**config.mk**
```make
export PLATFORM = sky130hd
export DESIGN_NAME = arcnet_tx_page_formatter
export DESIGN_NICKNAME = d
export VERILOG_FILES = /design/src/atf_pkg.sv /design/src/atf_queue.sv /design/src/atf_front.sv /design/src/atf_back.sv /design/src/arcnet_tx_page_formatter.sv
export SDC_FILE = /design/constraint.sdc
export NUM_CORES = 1
export LEC_CHECK = 0
export BUFFER_PORTS_ARGS = -buffer_cell sky130_fd_sc_hd__clkbuf_2
export CORE_ASPECT_RATIO = 0.9
export CORE_MARGIN = 5
export CORE_UTILIZATION = 45
export CTS_BUF_LIST = sky130_fd_sc_hd__clkbuf_8
export DETAILED_ROUTE_END_ITERATION = 8
export PLACE_DENSITY_LB_ADDON = 0.05
export SYNTH_ARGS = -nofsm -noshare
export SYNTH_HDL_FRONTEND = slang
export SYNTH_SLANG_ARGS = --single-unit
```
**constraint.sdc**
```tcl
create_clock -name clk_i -period 4.73 [get_ports clk_i]
set_input_delay 0.2365 -clock clk_i [delete_from_list [all_inputs] [get_ports clk_i]]
set_output_delay 0.2365 -clock clk_i [all_outputs]
set_load 0.005 [all_outputs]
```
**src/atf_pkg.sv**
```systemverilog
// Package of the ARCNET transmit page formatter: constants, codes and word types.
// No dependencies; imported by every module of the block.
package atf_pkg;

  localparam int MAX_PAYLOAD = 508;
  localparam int SHORT_LIMIT = 253;
  localparam int PAGE_BYTES  = 512;
  localparam int HALF_PAGE   = 256;

  // Low bits of the transmit-enable command.
  localparam logic [2:0] CMD_TX_LOW = 3'b011;

  // Job queue between front and back.
  localparam int Q_DEPTH = 4;
  localparam int Q_PTR_W = $clog2(Q_DEPTH);
  localparam int Q_CNT_W = $clog2(Q_DEPTH + 1);

  typedef enum logic [1:0] {
    KIND_WRITE  = 2'd0,
    KIND_CMD    = 2'd1,
    KIND_REJECT = 2'd2
  } kind_e;

  typedef enum logic [2:0] {
    JOB_REJECT    = 3'd0,
    JOB_SHORT     = 3'd1,
    JOB_LONG      = 3'd2,
    JOB_BYTE      = 3'd3,
    JOB_BYTE_LAST = 3'd4
  } job_e;

  typedef struct packed {
    logic       operation;
    logic [7:0] dest_address;
    logic [8:0] packet_length;
    logic [7:0] payload_byte;
  } in_t;

  typedef struct packed {
    kind_e       result_kind;
    logic [10:0] mem_address;
    logic [7:0]  mem_data;
    logic [7:0]  command_byte;
    logic        last;
  } out_t;

  // One classified item, as queued for the back end.
  typedef struct packed {
    job_e        cls;
    logic [1:0]  page;
    logic [7:0]  src;
    logic [7:0]  dest;
    logic [7:0]  cnt;
    logic [10:0] addr;
    logic [7:0]  data;
  } job_t;

endpackage

```
**src/atf_queue.sv**
```systemverilog
// Short job queue between the front and back ends of the formatter.
// Depends on atf_pkg for job_t and the queue depth.
module atf_queue import atf_pkg::*; (
  input  logic clk_i,
  input  logic rst_ni,
  input  logic push_i,
  input  job_t job_i,
  output logic full_o,
  input  logic pop_i,
  output logic head_valid_o,
  output job_t head_o
);

  job_t               mem_q [Q_DEPTH];
  logic [Q_PTR_W-1:0] wr_ptr_q, wr_ptr_d;
  logic [Q_PTR_W-1:0] rd_ptr_q, rd_ptr_d;
  logic [Q_CNT_W-1:0] cnt_q, cnt_d;
  logic               do_push, do_pop;

  assign full_o       = (cnt_q == Q_CNT_W'(Q_DEPTH));
  assign head_valid_o = (cnt_q != '0);
  assign head_o       = mem_q[rd_ptr_q];
  assign do_push      = push_i && !full_o;
  assign do_pop       = pop_i && head_valid_o;

  always_comb begin
    wr_ptr_d = do_push ? Q_PTR_W'(wr_ptr_q + 1'b1) : wr_ptr_q;
    rd_ptr_d = do_pop ? Q_PTR_W'(rd_ptr_q + 1'b1) : rd_ptr_q;
    cnt_d    = cnt_q;
    if (do_push && !do_pop) begin
      cnt_d = Q_CNT_W'(cnt_q + 1'b1);
    end else if (do_pop && !do_push) begin
      cnt_d = Q_CNT_W'(cnt_q - 1'b1);
    end
  end

  always_ff @(posedge clk_i or negedge rst_ni) begin
    if (!rst_ni) begin
      wr_ptr_q <= '0;
      rd_ptr_q <= '0;
      cnt_q    <= '0;
    end else begin
      wr_ptr_q <= wr_ptr_d;
      rd_ptr_q <= rd_ptr_d;
      cnt_q    <= cnt_d;
    end
  end

  always_ff @(posedge clk_i) begin
    if (do_push) begin
      mem_q[wr_ptr_q] <= job_i;
    end
  end

endmodule

```
**src/atf_front.sv**
```systemverilog
// Front end of the formatter: accepts items, holds the packet state, classifies jobs.
// Depends on atf_pkg for the word types and length limits.
module atf_front import atf_pkg::*; (
  input  logic       clk_i,
  input  logic       rst_ni,
  input  logic       in_valid_i,
  output logic       in_ready_o,
  input  in_t        in_data_i,
  input  logic       cfg_valid_i,
  input  logic [7:0] cfg_data_i,
  input  logic       q_full_i,
  output logic       push_o,
  output job_t       job_o
);

  logic [7:0]  node_addr_q;
  logic        page_sel_q, page_sel_d;
  logic        active_q, active_d;
  logic [8:0]  left_q, left_d;
  logic [10:0] wptr_q, wptr_d;

  logic [1:0]  page;
  logic [8:0]  len;
  logic        bad_len, long_fmt, accept;
  logic [9:0]  offset;
  logic [8:0]  left_dec;

  assign in_ready_o = !q_full_i;
  assign accept     = in_valid_i && in_ready_o;
  assign push_o     = accept;

  // Transmit page alternates between 2 and 3.
  assign page     = {1'b1, page_sel_q};
  assign len      = in_data_i.packet_length;
  assign bad_len  = (len == '0) || (len > 9'(MAX_PAYLOAD));
  assign long_fmt = (len > 9'(SHORT_LIMIT));
  assign offset   = long_fmt ? (10'(PAGE_BYTES) - {1'b0, len})
                             : (10'(HALF_PAGE) - {1'b0, len});
  assign left_dec = left_q - 9'd1;

  always_comb begin
    page_sel_d = page_sel_q;
    active_d   = active_q;
    left_d     = left_q;
    wptr_d     = wptr_q;

    job_o.cls  = JOB_REJECT;
    job_o.page = page;
    job_o.src  = node_addr_q;
    job_o.dest = in_data_i.dest_address;
    job_o.cnt  = offset[7:0];
    job_o.addr = wptr_q;
    job_o.data = in_data_i.payload_byte;

    if (!in_data_i.operation) begin
      if (!bad_len) begin
        job_o.cls = long_fmt ? JOB_LONG : JOB_SHORT;
        if (accept) begin
          active_d = 1'b1;
          left_d   = len;
          wptr_d   = {page, 9'd0} + 11'(offset);
        end
      end
    end else if (active_q) begin
      job_o.cls = (left_dec == '0) ? JOB_BYTE_LAST : JOB_BYTE;
      if (accept) begin
        left_d = left_dec;
        wptr_d = wptr_q + 11'd1;
        if (left_dec == '0) begin
          active_d   = 1'b0;
          page_sel_d = !page_sel_q;
        end
      end
    end
  end

  always_ff @(posedge clk_i or negedge rst_ni) begin
    if (!rst_ni) begin
      node_addr_q <= '0;
      page_sel_q  <= 1'b0;
      active_q    <= 1'b0;
      left_q      <= '0;
      wptr_q      <= '0;
    end else begin
      if (cfg_valid_i) begin
        node_addr_q <= cfg_data_i;
      end
      page_sel_q <= page_sel_d;
      active_q   <= active_d;
      left_q     <= left_d;
      wptr_q     <= wptr_d;
    end
  end

endmodule

```
**src/atf_back.sv**
```systemverilog
// Back end of the formatter: expands queued jobs into result words, one per cycle unless the output stalls.
// Depends on atf_pkg for job_t, out_t and the result codes.
module atf_back import atf_pkg::*; (
  input  logic clk_i,
  input  logic rst_ni,
  input  logic head_valid_i,
  input  job_t head_i,
  output logic pop_o,
  output logic out_valid_o,
  input  logic out_ready_i,
  output out_t out_data_o
);

  logic [1:0] step_q, step_d;
  logic       out_valid_q, out_valid_d;
  out_t       out_q, res;
  logic       fin, load;

  always_comb begin
    res              = '0;
    res.result_kind  = KIND_WRITE;
    fin              = 1'b1;
    unique case (head_i.cls)
      JOB_SHORT: begin
        res.mem_address = {head_i.page, 7'd0, step_q};
        unique case (step_q)
          2'd0:    res.mem_data = head_i.src;
          2'd1:    res.mem_data = head_i.dest;
          default: res.mem_data = head_i.cnt;
        endcase
        fin = (step_q == 2'd2);
      end
      JOB_LONG: begin
        res.mem_address = {head_i.page, 7'd0, step_q};
        unique case (step_q)
          2'd0:    res.mem_data = head_i.src;
          2'd1:    res.mem_data = head_i.dest;
          2'd2:    res.mem_data = 8'd0;
          default: res.mem_data = head_i.cnt;
        endcase
        fin = (step_q == 2'd3);
      end
      JOB_BYTE: begin
        res.mem_address = head_i.addr;
        res.mem_data    = head_i.data;
      end
      JOB_BYTE_LAST: begin
        if (step_q == 2'd0) begin
          res.mem_address = head_i.addr;
          res.mem_data    = head_i.data;
          fin             = 1'b0;
        end else begin
          res.result_kind  = KIND_CMD;
          res.command_byte = {3'd0, head_i.page, CMD_TX_LOW};
        end
      end
      default: begin
        res.result_kind = KIND_REJECT;
      end
    endcase
    // A payload write never carries last.
    res.last = fin && (head_i.cls != JOB_BYTE);
  end

  // Load the output register when a job is waiting and the register is empty or being drained.
  assign load  = head_valid_i && (!out_valid_q || out_ready_i);
  assign pop_o = load && fin;

  always_comb begin
    step_d      = step_q;
    out_valid_d = out_valid_q;
    if (load) begin
      step_d      = fin ? 2'd0 : 2'(step_q + 2'd1);
      out_valid_d = 1'b1;
    end else if (out_ready_i) begin
      out_valid_d = 1'b0;
    end
  end

  always_ff @(posedge clk_i or negedge rst_ni) begin
    if (!rst_ni) begin
      step_q      <= '0;
      out_valid_q <= 1'b0;
    end else begin
      step_q      <= step_d;
      out_valid_q <= out_valid_d;
    end
  end

  always_ff @(posedge clk_i) begin
    if (load) begin
      out_q <= res;
    end
  end

  assign out_valid_o = out_valid_q;
  assign out_data_o  = out_q;

endmodule

```
**src/arcnet_tx_page_formatter.sv**
```systemverilog
// ARCNET transmit page formatter. An accepted item is queued as a job whose result words
// are registered by the back end. Throughput: one item accepted per cycle while the
// 4-deep job queue has room; the back sequencer emits one word per cycle unless stalled
// (start 3 or 4 words, payload byte 1, last byte 2), which sets the sustained rate.
// Reset (rst_ni low, async): page 2, no packet open, queue and output empty, node id 0.
// Depends on atf_pkg, atf_front, atf_queue and atf_back.
module arcnet_tx_page_formatter import atf_pkg::*; (
  input  logic       clk_i,
  input  logic       rst_ni,
  // item channel
  input  logic       in_valid_i,
  output logic       in_ready_o,
  input  in_t        in_data_i,
  // result channel
  output logic       out_valid_o,
  input  logic       out_ready_i,
  output out_t       out_data_o,
  // node address register write
  input  logic       cfg_valid_i,
  output logic       cfg_ready_o,
  input  logic [7:0] cfg_data_i
);

  logic q_full, push, pop, head_valid;
  job_t job, head;

  // Register writes go straight into the node address register, always take them.
  assign cfg_ready_o = 1'b1;

  // Front: accept, track the open packet, classify into a job word.
  atf_front u_front (
    .clk_i       (clk_i),
    .rst_ni      (rst_ni),
    .in_valid_i  (in_valid_i),
    .in_ready_o  (in_ready_o),
    .in_data_i   (in_data_i),
    .cfg_valid_i (cfg_valid_i),
    .cfg_data_i  (cfg_data_i),
    .q_full_i    (q_full),
    .push_o      (push),
    .job_o       (job)
  );

  // Queue: decouple acceptance from multi-word expansion.
  atf_queue u_queue (
    .clk_i        (clk_i),
    .rst_ni       (rst_ni),
    .push_i       (push),
    .job_i        (job),
    .full_o       (q_full),
    .pop_i        (pop),
    .head_valid_o (head_valid),
    .head_o       (head)
  );

  // Back: walk each job's words into the registered output.
  atf_back u_back (
    .clk_i        (clk_i),
    .rst_ni       (rst_ni),
    .head_valid_i (head_valid),
    .head_i       (head),
    .pop_o        (pop),
    .out_valid_o  (out_valid_o),
    .out_ready_i  (out_ready_i),
    .out_data_o   (out_data_o)
  );

endmodule

```
-- Word-level counts from Yosys, hierarchy flattened
Memories as Yosys holds them, arrays and structs flattened.
Index checks and enable logic that the tools add are counted.
- add/subtract/negate cells: 10
- $lt $le $gt $ge: 2
- equal/unequal tests: 11
- muxes and demuxes: 38
- bitwise logic cells: 1
- reductions and logical operators: 27
- operators by type and width (kind ; number):
    $pmux 19 s4 ; 1
    $mux 11 ; 5
    $mux 9 ; 5
    $pmux 8 s3 ; 1
    $mux 19 ; 1
    $logic_not 9->1 ; 2
    $mux 3 ; 6
    $pmux 8 s2 ; 1
    $mux 1 ; 12
    $add 11x1->11 const B ; 1
    $add 11x10->11 ; 1
    $mux 10 ; 1
    $sub 10x9->10 const A ; 1
    $sub 9x9->10 const A ; 1
    $gt 9x8->1 const B ; 1
    $gt 9x9->1 const B ; 1
    $sub 9x1->9 const B ; 1
    $logic_and 1x1->1 ; 8
    $add 2x1->2 const B ; 3
    $eq 3x2->1 const B ; 2
    $eq 3x3->1 const B ; 2
    $mux 2 ; 3
    $reduce_bool 2->1 ; 3
    $logic_not 1->1 ; 5
    19 further kinds ; 21
- bits in registers: 70
- bits in writable memories: 188
- input port bits: 39
- output and inout port bits: 33
- word-level logic and storage cells: 106
- memories: 1
- memories (name ; words ; bits a word ; read ports ; clocked after Yosys merged registers in ; wr ports ; line ; text):
    u_queue.mem_q ; 4 ; 47 ; 1 ; 0 ; 1 ; atf_queue.sv:14 ; job_t mem_q [Q_DEPTH];

-- Depth between registers and ports, before layout
Gate-level depths: netlist of the first run.
- word-level depth: 8
- depth in mapped cells: 12
- gate-level depth less buffers: 11

-- Cells and area by module
A second synthesis of the first run with hierarchy kept.
- cells, all modules: 662
- area, all modules: 11359.6 um^2
- by module, submodules not included (module ; times used ; cells each ; area an instance (um^2) ; seq. area each (um^2)):
    atf_queue ; 1 ; 286 ; 7407.1 ; 5940.7
    atf_front ; 1 ; 232 ; 2289.7 ; 750.7
    atf_back ; 1 ; 142 ; 1651.6 ; 825.8
    arcnet_tx_page_formatter ; 1 ; 2 ; 11.3 ; 0.0

-- Worst setup path before layout of the first run
Ideal clock, no wire load.
- kind: register to register
- start: register u_queue.cnt_q[0]
- end: register u_queue.cnt_q[1]
- setup time: 0.125 ns
- data arrival time: 3.249 ns
- required time: 4.605 ns
- setup slack: 1.356 ns
- stages on the path, launching flop included: 8
- buffers on the path: 0
- period minus slack after synthesis: 3.374 ns
- path through: dfrtp_1 nor3_1 a21oi_1 nand2_1 ha_1 inv_1 fa_1 mux2_2
- cells in the longest elaborated chain, start to end: 7
- elaborated cells on any way between the ends: 17
- those cells by class: 2 x add/sub; 1 x eq/ne; 2 x mux; 12 x reduce/logical
- ends and longest elaborated chain (element ; line ; text):
    start, declared ; atf_queue.sv:17 ; logic [Q_CNT_W-1:0] cnt_q, cnt_d;
    start signal, assigned ; atf_queue.sv:45 ; cnt_q <= cnt_d;
    $reduce_bool 3->1 ; atf_queue.sv:21 ; assign head_valid_o = (cnt_q != '0);
    $logic_and 1x1->1 ; atf_back.sv:66 ; assign load = head_valid_i && (!out_valid_q || out_ready_i);
    named net u_back.load ; atf_back.sv:17 ; logic fin, load;
    $logic_and 1x1->1 ; atf_back.sv:67 ; assign pop_o = load && fin;
    $logic_and 1x1->1 ; atf_queue.sv:24 ; assign do_pop = pop_i && head_valid_o;
    $logic_not 1->1 ; atf_queue.sv:30 ; if (do_push && !do_pop) begin
    $logic_and 1x1->1 ; atf_queue.sv:30 ;
    $mux 3 ; atf_queue.sv:30 ;
    named net u_queue.cnt_d[1] ; atf_queue.sv:17 ;
The timed path passes the listed nets, and every way through them passes these cells. The select of a mux whose other input is x is not followed.
A chain may end at the register's enable or synchronous reset.

-- Worst setup path in the final report of the first run
- start: register u_queue.rd_ptr_q[0]
- end: register u_queue.cnt_q[1]
- cells in the longest elaborated chain, start to end: 8
- elaborated cells on any way between the ends: 12
- those cells by class: 3 x eq/ne; 2 x mux; 6 x reduce/logical; 1 x memory
- ends and longest elaborated chain (element ; line ; text):
    start, declared ; atf_queue.sv:16 ; logic [Q_PTR_W-1:0] rd_ptr_q, rd_ptr_d;
    start signal, assigned ; atf_queue.sv:44 ; rd_ptr_q <= rd_ptr_d;
    $mem_v2 4x47 * ; - ;
    $eq 3x3->1, or another cell as far along ; atf_back.sv:23 ; unique case (head_i.cls)
    $pmux 1 s3 * ; atf_back.sv:23 ;
    $logic_and 1x1->1 * ; atf_back.sv:67 ;
    $logic_and 1x1->1 * ; atf_queue.sv:24 ;
    $logic_not 1->1 * ; atf_queue.sv:30 ;
    $logic_and 1x1->1 * ; atf_queue.sv:30 ;
    $mux 3 * ; atf_queue.sv:30 ;
    named net u_queue.cnt_d[1] ; atf_queue.sv:17 ;
The timed path passes the listed nets; every way through them passes the cells marked *.

==> impl_metrics.tcl, run 1 <==
set metrics [dict create \
    async_flop_share_pct 15.8 \
    holdPathEnd "u_front.left_q[3]$_DFFE_PN0P_" \
    min_path_cells 2 \
    placedCellCount 1021 \
    port_buffers 66 \
    placed_area_um2 11400 \
    clk_latency_ns 0.54 \
    p_leak_nw 4.57 \
    yosysMostFrequentCell "edfxtp_1" \
    synth.distinct_cells 64 \
    nNetsFinal 846 \
    setup_viol 0 \
    worstRegToRegCells 8 \
    stdcell_area_um2 12500 \
    worstHoldStart "in_data_i[11]" \
    synth_top_cell_area_share_pct 59.0 \
    drc 0 \
    critPathMaxFanout 21 \
    synth.avg_cell_area_um2 16.0 \
    start_util_pct 46.1 \
    layout_min_cycle_time_ns 3.49 \
    die_h_um 157 \
    grt_first_pass_wirelength_um 36500 \
    multi_input_area_um2 3200 \
    cts_hold_buf 26 \
    cts.reportedPaths.clkPinSlew_ns 0.06 \
    clock_skew_ns 0.0197 \
    ys_warn_count 0 \
    synth_seq_area_share_pct 68.2 \
    routed_wl_um 23200 \
    regArea_um2 7400 \
    postCtsSetupBuffers 0 \
    die_area_um2 27300 \
    globalRouteTotalUtil_pct 17.3 \
    setup.worst_path.end_class "register" \
    grt.overflow.total 0 \
    dr.pass1.iters 4 \
    irDropWorstVdd_mv 0.287 \
    antenna_found_initial 0 \
    rows 53 \
    tritoncts "built" \
    synthFlopType "edfxtp_1" \
    synth_seq_cells 253 \
    io_pins 72 \
    dp_hpwl_um 14800 \
    avgViaCountPerCell 5.50 \
    timing_worst_setup_path_type "register to register" \
    cts_buffers 42 \
    clockRootBuffer "clkbuf_8" \
    hold_viol 0 \
    antenna_cells 0 \
    first_iter_violations 433 \
    grt_pass1_vias 6246 \
    final_max_slew_viol_count 0 \
    synth_area_leaders "edfxtp_1 59%, dfrtp_1 9.2%, mux4_2 7.3%, mux2i_1 2.7%, ha_1 2.0%" \
    synth_edf_count 213 \
    slowest_delay_ns 0.76 \
    cap_viol_max_count 0 \
    cp.arrival_ns 3.90 \
    status "completed" \
    fin_setup_tns_ns 0 \
    cts_resized 0 \
    die_w_um 174 \
    area_delta_synth_final_pct 15.0 \
    fin_hold_ws_ns 0.0304 \
    worstPathCellList "mux4_2 > and4bb_2 > nor3_2 > nand2_1 > ha_1 > inv_1 > fa_1 > mux2_2" \
    gp_congestion 0.777 \
    ant_nets 0 \
    p_total_mw 7.68 \
    htreeDepth 2 \
    power_density_nw_per_um2 616 \
    synth_largest_area_cell "edfxtp_1" \
    rsz0062_at_grt "no" \
    layout-drive-gt1-share_pct 23.8 \
    hold_path.class "input port to register" \
    fmax_ghz 0.287 \
    num-fill-cells 1939 \
    stdcell_count 1125 \
    timing.rr.start "u_queue.rd_ptr_q[0]$_DFFE_PN0P_" \
    syn_area_um2 10800 \
    wl_per_cell_um 20.6 \
    clock_path_buffers 3 \
    post-route-period-util_pct 73.8 \
    worst_ep_required_time_ns 5.15 \
    synthCells 677 \
    netlist_top_cells_count "213 x edfxtp_1, 40 x dfrtp_1, 38 x nand2_1" \
    critPathSlowestCell "dfrtp_2" \
    crit_path_start_kind "register" \
    clock-sinks 253 \
    vias 6189 \
    worstReg2RegEnd "u_queue.cnt_q[1]$_DFFE_PN0P_" \
    core_um2 23500 \
    r2r_setup_slack_ns 1.24 \
    grt_max_degree 42 \
    max_slew_margin_pct 40.4 \
    worst_slew_pin_slew_ns 0.894 \
]
layout make-up:
type	count	share of cell area, %
repair buffers	100	5.22
well taps	302	3.03
multi-input cells	370	25.6
clock inverters	32	1.05
clock buffers	46	5.08
inverters	22	0.662
flip-flops and latches	253	59.3
how the worst max path moves through the flow:
stage                                    start                            to  slack [ns]  depth (start not counted)
2_1_floorplan     u_queue.cnt_q[0]$_DFFE_PN0P_  u_queue.cnt_q[1]$_DFFE_PN0P_        1.36                          7
3_3_place_gp   u_queue.rd_ptr_q[0]$_DFFE_PN0P_  u_queue.cnt_q[1]$_DFFE_PN0P_        1.30                          8
3_5_place_dp   u_queue.rd_ptr_q[0]$_DFFE_PN0P_  u_queue.cnt_q[1]$_DFFE_PN0P_        1.23                          8
4_1_cts        u_queue.rd_ptr_q[0]$_DFFE_PN0P_  u_queue.cnt_q[1]$_DFFE_PN0P_        1.23                          8
5_1_grt        u_queue.rd_ptr_q[0]$_DFFE_PN0P_  u_queue.cnt_q[1]$_DFFE_PN0P_        1.03                          8
6_report       u_queue.rd_ptr_q[0]$_DFFE_PN0P_  u_queue.cnt_q[1]$_DFFE_PN0P_        1.24                          8
routing by layer:
layer | wire length, um | vias to the layer above | global-route usage [%]
met5 | 0 | - | 0
met4 | 536 | 0 | 5.77
met3 | 1070 | 40 | 3.27
met2 | 10300 | 154 | 26.0
met1 | 11300 | 3127 | 25.7
li1 | - | 2868 | -
sequential cells by signal, indices dropped and copies added (netlist names), 2 cells and up:
signal and count:
u_front.node_addr_q 8, u_queue.cnt_q 3, u_back.step_q 2, u_queue.mem_q 188, u_front.left_q 9, u_front.wptr_q 11, u_queue.rd_ptr_q 2, u_queue.wr_ptr_q 2
u_back.out_data_o 25
cells by family (layout without fill, tap and decap cells):
family / count (synthesis) / after routing / share of synthesized area, %
other: 2 / 5 / 0.0693
adder cells (fa/ha/maj): 18 / 18 / 2.15
AND/OR/NAND/NOR: 156 / 156 / 7.82
AO/OA/AOI/OAI: 99 / 99 / 6.72
flip-flops: 253 / 253 / 68.2
buffers and inverters: 57 / 200 / 2.56
multiplexers: 75 / 75 / 11.1
XOR/XNOR: 17 / 17 / 1.37
report_power, final:
group          switching, mW  internal (mW)
sequential             0.420           3.16
clock                  0.842          0.894
combinational           1.31           1.05
cell usage in the layout, fill, tap and decap left out, drive strengths merged, types with 8 or more instances in the layout:
master and n:
nor3 14, dlygate4sd3 26, nand3 11, o21ai 15
mux2 11, o211ai 10, inv 49, nor2 24
nor2b 10, o21a 8, ha 17, edfxtp 213
xnor2 8, xor2 9, dfrtp 40, mux2i 29
mux4 35, nand2b 14, buf 8, o22ai 15
clkbuf 112, nand2 39
through the flow:
step                      util (%)  setup slack (ns)
after CTS                     53.0              1.23
after floorplan                  -              1.36
after global routing          53.0              1.03
final                         53.0              1.24
after detailed placement      48.6              1.23
after global placement        48.6              1.30
worst max-delay path, delay by kind of cell, from the launching register on:
family | cells | cell delay, ns
buffers and inverters | 1 | 0.08
adder cells (fa/ha/maj) | 2 | 0.68
flip-flops | 1 | 0.76
AND/OR/NAND/NOR | 3 | 0.87
multiplexers | 2 | 0.98
Power figures use the tool's default switching activity.
==> run 2, diff against run 1 <==
==> constraint.sdc (replaced) <==
create_clock -name clk_i -period 3.3 [get_ports clk_i]
set_input_delay 0.165 -clock clk_i [delete_from_list [all_inputs] [get_ports clk_i]]
set_output_delay 0.165 -clock clk_i [all_outputs]
set_load 0.005 [all_outputs]
==> impl_metrics.tcl, run 2 (synthesis results as in run 1) <==
set metrics [dict create \
    p_leak_nw 4.60 \
    start_util_pct 46.1 \
    irDropWorstVdd_mv 0.480 \
    internal_power_mw 7.53 \
    io_pins 72 \
    top_register "u_queue.mem_q" \
    fmax_ghz 0.346 \
    mostFrequentLayoutCell "edfxtp_1" \
    mostFrequentLayoutCells "213 x edfxtp_1, 66 x clkbuf_2, 46 x clkbuf_8, 38 x nand2_1, 38 x dfrtp_1" \
    grt_pass1_vias 6244 \
    hold_path.class "input port to register" \
    htreeDepth 2 \
    worstPathCellList "mux4_2 > buf_4 > nor4b_2 > nor3_2 > nand2_1 > ha_1 > inv_1 > fa_1 > xor2_1 > nor2_1 > xor2_1" \
    clk_latency_ns 0.53 \
    worst-path-buf-inv 2 \
    dr.pass1.iters 5 \
    grt_max_degree 48 \
    cts.reportedPaths.clkPinSlew_ns 0.06 \
    stdcell_area_um2 12600 \
    timing.rr.start "u_queue.rd_ptr_q[0]$_DFFE_PN0P_" \
    worst_ep_required_time_ns 3.74 \
    ant_nets 0 \
    timing_worst_setup_path_type "register to register" \
    layout-drive-gt1-share_pct 24.7 \
    critPathSlowestCell "mux4_2" \
    pre_cts_slack_ns 0.423 \
    final_max_slew_viol_count 0 \
    post-route-period-util_pct 87.5 \
    wl_per_cell_um 20.4 \
    clockRootBuffer "clkbuf_8" \
    cpMostUsedCell "xor2_1" \
    r2r_setup_slack_ns 0.41 \
    largest_reg_flops 188 \
    power.switching_mw 3.68 \
    comb_power_share_pct 32.1 \
    port_buffers 66 \
    clock_skew_ns 0.0164 \
    clock-sinks 253 \
    critPathMaxFanout 11 \
    slowest_delay_ns 0.53 \
    seq_power_share_pct 44.7 \
    die_area_um2 27300 \
    cap_viol_max_count 0 \
    power_density_nw_per_um2 888 \
    setup_viol 0 \
    avgViaCountPerCell 5.49 \
    max_slew_margin_pct 40.6 \
    switching_share_pct 32.8 \
    gp_congestion 0.804 \
    die_w_um 174 \
    rows 53 \
    cp.arrival_ns 3.33 \
    pwr-share-clk_pct 23.1 \
    rsz0062_at_grt "no" \
    status "completed" \
    fin_setup_tns_ns 0 \
    antenna_cells 0 \
    cp.depth 11 \
    grt.overflow.total 0 \
    tritoncts "built" \
    nNetsFinal 853 \
    area_delta_synth_final_pct 16.5 \
    min_path_cells 2 \
    antenna_found_initial 0 \
    clock_path_buffers 3 \
    holdPathEnd "u_front.left_q[4]$_DFFE_PN0P_" \
    routed_wl_um 23000 \
    worstReg2RegEnd "u_queue.cnt_q[2]$_DFFE_PN0P_" \
    worstHoldStart "in_data_i[12]" \
    placed_area_um2 11500 \
    cts_resized 0 \
    grt_first_pass_wirelength_um 36100 \
    dp_hpwl_um 14600 \
    drc 0 \
    worst_slew_pin_slew_ns 0.884 \
    globalRouteTotalUtil_pct 17.0 \
    cp_top_family "simple AND/OR/NAND/NOR gates" \
    vias 6196 \
    setup.worst_path.end_class "register" \
    crit_path_start_kind "register" \
    first_iter_violations 482 \
    setup_ws_ns 0.411 \
    die_h_um 157 \
    core_um2 23500 \
    worstRegToRegCells 11 \
    cts_buffers 40 \
    hold_viol 0 \
    layout_min_cycle_time_ns 2.89 \
]
## run 2: stage by stage
step,std cells,hold slack [ns],utilization (%),power (mW)
3_5_place_dp,1025,0.194,49.0,8.71
3_3_place_gp,1025,0.191,49.0,8.60
2_1_floorplan,680,-0.131,-,7.49
5_1_grt,1128,0.0133,53.6,11.9
6_report,1128,0.0340,53.6,11.2
4_1_cts,1128,0.00143,53.6,11.4
## run 2: routing by layer
layer	global-route usage, %	wire length, um	up-vias
li1	-	-	2883
met1	24.9	11000	3112
met2	26.3	10500	168
met3	3.31	1150	33
met4	4.75	357	0
met5	0	0	-
## run 2: worst max path at each step
stage | start | endpoint | slack (ns)
after CTS | u_queue.rd_ptr_q[0]$_DFFE_PN0P_ | u_queue.cnt_q[2]$_DFFE_PN0P_ | 0.37
final | u_queue.rd_ptr_q[0]$_DFFE_PN0P_ | u_queue.cnt_q[2]$_DFFE_PN0P_ | 0.41
after detailed placement | u_queue.rd_ptr_q[0]$_DFFE_PN0P_ | u_queue.cnt_q[2]$_DFFE_PN0P_ | 0.42
after global placement | u_queue.rd_ptr_q[0]$_DFFE_PN0P_ | u_queue.cnt_q[1]$_DFFE_PN0P_ | 0.52
after floorplan | u_queue.rd_ptr_q[0]$_DFFE_PN0P_ | u_queue.cnt_q[1]$_DFFE_PN0P_ | 0.61
after global routing | u_queue.rd_ptr_q[0]$_DFFE_PN0P_ | u_queue.cnt_q[2]$_DFFE_PN0P_ | 0.21
## run 2: power groups by stage
stage / logic, mW / clock network, mW / registers, mW
finish: 3.60 / 2.60 / 5.02
global route: 3.95 / 2.83 / 5.12
CTS: 3.67 / 2.69 / 5.02
detailed placement: 3.63 / 0 / 5.08
global placement: 3.57 / 0 / 5.03
floorplan: 2.58 / 0 / 4.90
## run 2: worst reg2reg max path, stage by stage, from the launching register on
cell     delay (ns)
dfrtp_2        0.43
mux4_2         0.53
buf_4          0.19
nor4b_2        0.29
nor3_2         0.12
nand2_1        0.12
ha_1           0.19
inv_1          0.06
fa_1           0.39
xor2_1         0.19
nor2_1         0.15
xor2_1         0.16
## run 2: timing repair
action,in CTS,in global routing
setup buffers,0,0
endpoints found under the hold margin,99,0
hold buffers,31,0
setup endpoints to repair,0,0
## run 2: cell type report
type                            instances  area [um^2]
Clock buffer                           46          633
Tap cell                              302          378
Timing Repair Buffer                  109          781
Sequential cell                       253         7400
Clock inverter                         26          159
Fill cell                            1895        10900
Multi-Input combinational cell        370         3200
Inverter                               22         82.6
==> run 3, diff against run 2 <==
==> constraint.sdc (replaced) <==
create_clock -name clk_i -period 3.66 [get_ports clk_i]
set_input_delay 0 -clock clk_i [delete_from_list [all_inputs] [get_ports clk_i]]
set_output_delay 0 -clock clk_i [all_outputs]
set_load 0.005 [all_outputs]
==> impl_metrics.tcl, run 3 (synthesis results as in run 1) <==
set metrics [dict create \
    setup_viol 0 \
    cap_viol_max_count 0 \
    largest_reg_flops 188 \
    rows 53 \
    clockRootBuffer "clkbuf_8" \
    hold_viol 0 \
    timing.rr.start "u_queue.rd_ptr_q[1]$_DFFE_PN0P_" \
    cts_buffers 42 \
    worstHoldStart "in_valid_i" \
    grt_max_degree 48 \
    antenna_cells 0 \
    setup.worst_path.end_class "register" \
    first_iter_violations 438 \
    fin_setup_tns_ns 0 \
    globalRouteTotalUtil_pct 17.3 \
    ant_nets 0 \
    layout-drive-gt1-share_pct 23.7 \
    die_w_um 174 \
    wl_met3_um 1110 \
    dr_wl_met2_um 10500 \
    setup_ws_ns 0.575 \
    grt_first_pass_wirelength_um 36700 \
    worst_slew_pin_slew_ns 1.09 \
    clk_latency_ns 0.53 \
    crit_path_start_kind "register" \
    highest_layer "met4" \
    max_slew_margin_pct 27.4 \
    placedCellCount 1023 \
    avgViaCountPerCell 5.47 \
    io_pins 72 \
    area_delta_synth_final_pct 16.8 \
    die_area_um2 27300 \
    power_density_nw_per_um2 786 \
    fmax_ghz 0.324 \
    layout_min_cycle_time_ns 3.08 \
    gp_congestion 0.797 \
    wirelength_met1_um 11200 \
    worst_ep_required_time_ns 4.06 \
    rsz0062_at_grt "no" \
    cts_resized 0 \
    mostFrequentLayoutCells "213 x edfxtp_1, 66 x clkbuf_2, 47 x clkbuf_8, 45 x inv_1, 43 x dlygate4sd3_1" \
    final_max_slew_viol_count 0 \
    num-fill-cells 1930 \
    core_um2 23500 \
    dp_hpwl_um 14700 \
    critPathMaxFanout 15 \
    cts.reportedPaths.clkPinSlew_ns 0.05 \
    nNetsFinal 865 \
    wl_per_cell_um 20.3 \
    drc 0 \
    dr.pass1.iters 7 \
    hold_path.class "input port to register" \
    routed_wl_um 23200 \
    grt_pass1_vias 6456 \
    cts_hold_buf 43 \
    mostFrequentLayoutCell "edfxtp_1" \
    htreeDepth 2 \
    tritoncts "built" \
    clock_path_buffers 3 \
    clock-sinks 253 \
    cp.arrival_ns 3.49 \
    port_buffers 66 \
    post-route-period-util_pct 84.3 \
    critPathLaunch "u_queue.rd_ptr_q[1]$_DFFE_PN0P_" \
    grt.overflow.total 0 \
    status "completed" \
    start_util_pct 46.1 \
    vias 6256 \
    irDropWorstVdd_mv 0.305 \
    top_register "u_queue.mem_q" \
    clock_skew_ns 0.0154 \
    utilization_pct 53.8 \
    die_h_um 157 \
    postCtsSetupBuffers 0 \
    pre_cts_slack_ns 0.564 \
    antenna_found_initial 0 \
    p_leak_nw 4.64 \
    stdcell_count 1143 \
    timing_worst_setup_path_type "register to register" \
]
-- run 3: cell count changes in the layout (fill, tap and decap cells not counted), moves of 2 or more --
cell / before / now
bufinv_16: 2 / 0
buf_12: 4 / 1
clkinv_2: 3 / 1
dlygate4sd3_1: 31 / 43
inv_1: 37 / 45
-- run 3: per-stage QoR --
stage | area (um^2) | total power [mW] | hold slack (ns)
after floorplan | 10900 | 6.75 | -0.296
after global placement | 11500 | 7.72 | 0.212
after detailed placement | 11500 | 7.83 | 0.225
after CTS | 12700 | 10.1 | 0.0256
after global routing | 12700 | 10.6 | 0.104
final | 12700 | 9.96 | 0.0566
-- run 3: cell type report --
cell class                      instances  area [um^2]  share of cell area [%]
Clock inverter                         30          118                   0.928
Inverter                               22         82.6                   0.652
Clock buffer                           47          647                    5.11
Timing Repair Buffer                  119          848                    6.70
Tap cell                              302          378                    2.98
Sequential cell                       253         7400                    58.4
Multi-Input combinational cell        370         3200                    25.2
-- run 3: final timing paths --
check / endpoint / slack [ns] / depth (start not counted)
min in group asynchronous: u_front.left_q[8]$_DFFE_PN0P_ / 0.21 / 2
min: u_queue.wr_ptr_q[0]$_DFFE_PN0P_ / 0.06 / 4
max: u_queue.cnt_q[1]$_DFFE_PN0P_ / 0.58 / 8
max reg2reg: u_queue.cnt_q[1]$_DFFE_PN0P_ / 0.58 / 8
min reg2reg: u_queue.cnt_q[2]$_DFFE_PN0P_ / 0.50 / 1
max in group asynchronous: u_queue.rd_ptr_q[0]$_DFFE_PN0P_ / 2.70 / 2
-- run 3: critical path: stages, from the launching register on --
cell and delay, ns:
dfrtp_2 0.62, mux4_2 0.50, and4bb_2 0.29, nor3_2 0.34
nand2_1 0.17, ha_1 0.25, inv_1 0.08, fa_1 0.41
mux2_2 0.28
-- run 3: per-layer routing --
layer / vias to the layer above / GRT usage [%]
li1: 2906 / -
met4: 0 / 4.82
met3: 36 / 3.27
met2: 179 / 26.7
met5: - / 0
met1: 3135 / 25.7
-- run 3: power by group --
| group | internal [mW] | switching [mW] | leakage (nW) |
|---|---|---|---|
| clock network | 1.17 | 1.04 | 0.472 |
| logic | 1.40 | 1.78 | 1.73 |
| registers | 4.09 | 0.487 | 2.44 |
| total | 6.66 | 3.30 | 4.64 |
